## src/rtl/core/oahi_pkg.sv

```systemverilog
`timescale 1ns / 1ps
package oahi_pkg;
    localparam int SLOTS = 64;
    localparam int KEY_W = 48;
    localparam int NAME_W = 64;
    localparam int LIM_W = 7;

    localparam logic [1:0] ST_INSERTED = 2'd0;
    localparam logic [1:0] ST_FULL = 2'd1;
    localparam logic [1:0] ST_READ = 2'd2;

    localparam logic [1:0] MODE_LINEAR = 2'd0;
    localparam logic [1:0] MODE_QUAD = 2'd1;
    localparam logic [1:0] MODE_DOUBLE = 2'd2;

    localparam logic [1:0] CFG_MODE = 2'd0;
    localparam logic [1:0] CFG_SIZE = 2'd1;
    localparam logic [1:0] CFG_LIMIT = 2'd2;

    typedef struct packed {
        logic load;
        logic mod_step;
        logic probe_first;
        logic probe_next;
        logic write_slot;
        logic finish;
    } oahi_cmd_t;

    typedef struct packed {
        logic is_read;
        logic mod_done;
        logic slot_free;
        logic limit_hit;
        logic idx_ready;
    } oahi_stat_t;
endpackage

```

## src/rtl/core/oahi_ctrl.sv

```systemverilog
`timescale 1ns / 1ps
module oahi_ctrl (
    input  logic                clk,
    input  logic                rst_n,
    input  logic                start,
    input  oahi_pkg::oahi_stat_t stat,
    output oahi_pkg::oahi_cmd_t  cmd,
    output logic                busy
);
    import oahi_pkg::*;

    typedef enum logic [5:0] {
        S_IDLE  = 6'b000001,
        S_MOD   = 6'b000010,
        S_IDX   = 6'b000100,
        S_CHECK = 6'b001000,
        S_WRITE = 6'b010000,
        S_DONE  = 6'b100000
    } state_t;

    state_t state_reg, state_next;

    always_ff @(posedge clk or negedge rst_n)
    begin
        if (!rst_n)
        begin
            state_reg <= S_IDLE;
        end
        else
        begin
            state_reg <= state_next;
        end
    end

    always_comb
    begin
        state_next = state_reg;
        cmd = '0;
        unique case (state_reg)
            S_IDLE:
            begin
                if (start)
                begin
                    cmd.load = 1'b1;
                    state_next = S_MOD;
                end
            end
            S_MOD:
            begin
                if (stat.is_read)
                begin
                    state_next = S_DONE;
                end
                else if (stat.mod_done)
                begin
                    cmd.probe_first = 1'b1;
                    state_next = S_IDX;
                end
                else
                begin
                    cmd.mod_step = 1'b1;
                end
            end
            S_IDX:
            begin
                if (stat.idx_ready)
                begin
                    state_next = S_CHECK;
                end
                else
                begin
                    cmd.mod_step = 1'b1;
                end
            end
            S_CHECK:
            begin
                if (stat.slot_free)
                begin
                    state_next = S_WRITE;
                end
                else if (stat.limit_hit)
                begin
                    state_next = S_DONE;
                end
                else
                begin
                    cmd.probe_next = 1'b1;
                    state_next = S_IDX;
                end
            end
            S_WRITE:
            begin
                cmd.write_slot = 1'b1;
                state_next = S_DONE;
            end
            S_DONE:
            begin
                cmd.finish = 1'b1;
                state_next = S_IDLE;
            end
            default:
            begin
                state_next = S_IDLE;
            end
        endcase
    end

    assign busy = (state_reg != S_IDLE);
endmodule

```

## config.mk

```make
export PLATFORM = sky130hd
export DESIGN_NAME = oahi_ctrl
export DESIGN_NICKNAME = d
export VERILOG_FILES = /design/src/rtl/core/oahi_pkg.sv /design/src/rtl/core/oahi_ctrl.sv
export SDC_FILE = /design/constraint.sdc
export NUM_CORES = 1
export LEC_CHECK = 0
export BUFFER_PORTS_ARGS = -buffer_cell sky130_fd_sc_hd__buf_2
export CORE_AREA = 2 2 39 41
export CTS_CLUSTER_SIZE = 8
export DETAILED_ROUTE_END_ITERATION = 6
export DIE_AREA = 0 0 41 43
export GPL_TIMING_DRIVEN = 0
export MAX_ROUTING_LAYER = met4
export PLACE_DENSITY = 0.49
export SLEW_MARGIN = 15
export SYNTH_ARGS = -nofsm -noshare
export SYNTH_HDL_FRONTEND = slang
export SYNTH_SLANG_ARGS = --single-unit
```

## constraint.sdc

```tcl
create_clock -name clk -period 1.3 [get_ports clk]
set_input_delay 0.13 -clock clk [delete_from_list [all_inputs] [get_ports clk]]
set_output_delay 0.13 -clock clk [all_outputs]
set_load 0.005 [all_outputs]
```

==> impl_results.md <==
* Gr usage total at 0.149
* Number of global-route vias before repair at 380
* Worst Setup Start Kind: flip-flop
* Crit Path Category: flip-flop to output port
* Pre-Repair DR Iteration Count at 2
* Total wire length at 1060 µm
* Worst r2r dst: state_reg[1]$_DFFE_PN0P_
* EDFF count, synth at 0
* Vias per cell at 5.14
* RSZ-0062 raised after global routing: true
* Initial drt markers at 7
* Worst-skew pair later-pin latency at 0.26 ns
* Sequential share of the synthesized area at 0.379
* Mux cell area share after synthesis at 0
* Main combinational cell family by area after synthesis: simple AND/OR/NAND/NOR gates
* Cells after Synth at 40
* Slew margin rel. at 0.777
* Minimum clock period at 1.61 ns
* Failing checks: negative setup slack
* Clk root buf: clkbuf_4
* Num CTS Buffers at 3
* Top cells by count, synth: 5 x dfrtp_1, 4 x nor2_1, 3 x and3_1, 3 x inv_1, 3 x nor2b_1
* Wire length per cell at 12.8 µm
* Yosys top cell by area: dfrtp_1
* CP Cell Sequence: nor2b_2, nand2_4, nor2_1, buf_2
* I/O pins at 15
* Core Area at 1380 µm²
* Crit-path max FO at 6
* First-pass GRT wire length at 1700 µm
* Reg2reg start: state_reg[4]$_DFFE_PN0P_
* Antenna Nets Post-Route at 0
* Slowest CP cell: dfstp_2
* Worst EP arrival at 1.48 ns
* Adder-cell area share of the yosys netlist at 0
* Setup-failing EPs final at 9
* Post-Synth Simple-Gate Area at 0.395
* Critical Path Max Stage Delay at 0.60 ns
* Synthesized cell area at 399 µm²
* Fin util at 0.474
* Standard-cell rows at 14
* Pwr dens at 1650 nW/µm²
* Post-synthesis xor/xnor area fraction at 0
* CTS Buffer Depth at 2
* Crit path from: state_reg[0]$_DFFE_PN1P_
* Area growth, synth to finish at 64.3%
* Most frequent cell after synthesis: dfrtp_1
* Yosys Warn Count at 0
* Avg Inst Size Synth at 9.98 µm²
* Fin cells at 83
* R2R setup slack at -0.08 ns
* Yosys reg bits at 6
* Dpl ws at -0.164 ns
* Hold crit path type: input pin to flip-flop
* Worst R2R Path Depth at 5
* Routability cong. at 0.709
* Period utilisation layout at 1.23
* Final Hold Fails at 0
* Cell area after layout at 656 µm²
* VDD IR max at 0.795 mV
* Die width at 41 µm
* Placed cell area at 489 µm²
* Syn nets at 48
* Htree depth at 1
* Vias at 427
* Distinct cell type count after synthesis at 24
* CTS sink count at 6
* Port bufs at 14
* Final worst slack at -0.305 ns
* Max Slew Vio Count at 0
* Total chip power at 1.08 mW
* Initial core utilization at 0.288
* Async SR Flop Fraction at 1.00
* Placed cell count at 70
* Clock slew at reported path FFs at 0.06 ns
* Highest Clock Rate at 623 MHz
* # diodes at 0
* Dpl hpwl at 712 µm
* Max reg flops at 6
* Critical path capture point type: output port
* Die Footprint at 1760 µm²
* Largest net degree at the start of global routing at 7
* Slew @ Worst Pin at 0.333 ns
* Complex-gate fraction of the synthesized area at 0.197
* Crit path required time at 1.17 ns
* Synth top area cells: dfrtp_1 31%, dfstp_2 6.6%, nor4_4 5.3%, and3_1 4.7%, nor2b_1 4.7%
* # nets final at 76
* Worst Skew at 0.0104 ns
* Share of layout cells above drive strength 1 at 0.657
* Height of the chip at 43 µm
* MaxCap Viol Count at 0
* Initial antenna violation count at 0
* Leak at 0.320 nW
* Drt drc at 0
* Run status: complete, but fails checks
* Main synth FF type: dfrtp_1
* Post-synth top area share at 0.313
* CTS tree: yes
* Total grt overflow at 0
* Critical Path End: cmd[5]
## critical path, delay by kind of cell (launching register included)
kind,cells,cell delay [ns]
buf+inv,1,0.11
simple gates,3,0.52
flops,1,0.60
## placed cells by master (no fill, tap or decap), drive strengths merged
cell / n
inv: 3
nor4: 2
and2b: 1
o21ai: 2
o311ai: 1
a31oi: 1
o31ai: 1
dfrtp: 5
buf: 22
nor2b: 3
nor3: 2
dlygate4sd3: 1
nand3b: 2
and3: 3
dfstp: 1
o21a: 1
clkbuf: 4
nor2: 4
nand2: 2
o32ai: 1
nand4b: 1
o311a: 1
and4b: 1
nand3: 2
## layer usage
metal	vias up	wire length [µm]	global-route usage	share of wire
met5	-	0	-	0
met4	0	4	0.0600	0.0038
met3	2	62	0.0628	0.058
met2	15	538	0.200	0.51
met1	202	457	0.194	0.43
li1	208	-	-	-
## layout make-up
cell class                      instances  area [µm²]
Multi-Input combinational cell         31         289
Tap cell                               16        20.0
Fill cell                             138         728
Inverter                                3        11.3
Sequential cell                         6         155
Timing Repair Buffer                   23         154
Clock buffer                            4        26.3
## what timing repair did
item	in CTS	in global routing
pin swaps	5	5
hold endpoints to repair	6	0
gates resized for setup	6	11
buffers inserted	7	1
hold buffers	1	0
setup endpoints to repair	8	11
## power by group
part	internal (mW)	total (mW)	switching, mW
logic	0.320	0.557	0.237
registers	0.239	0.326	0.0870
clock network	0.117	0.201	0.0839
## worst min path at each step
| stage | end | startpoint | cells after the start |
|---|---|---|---|
| floorplan | state_reg[1]$_DFFE_PN0P_ | rst_n | 0 |
| global placement | state_reg[1]$_DFFE_PN0P_ | rst_n | 1 |
| detailed placement | state_reg[5]$_DFFE_PN0P_ | rst_n | 1 |
| CTS | state_reg[1]$_DFFE_PN0P_ | stat[3] | 2 |
| global route | state_reg[3]$_DFFE_PN0P_ | stat[0] | 2 |
| finish | state_reg[3]$_DFFE_PN0P_ | stat[0] | 2 |
## kinds of logic after synthesis
family,Yosys count
simple gates,23
flops,6
compound gates,8
buf+inv,3
## metrics by stage
| stage | TNS [ns] | hold slack, ns |
|---|---|---|
| floorplan | 0 | -0.166 |
| global placement | -0.423 | -0.0318 |
| detailed placement | -0.373 | -0.0345 |
| CTS | -1.49 | 0.102 |
| global route | -2.37 | 0.117 |
| finish | -1.54 | 0.114 |
Power figures use the tool's default switching activity.
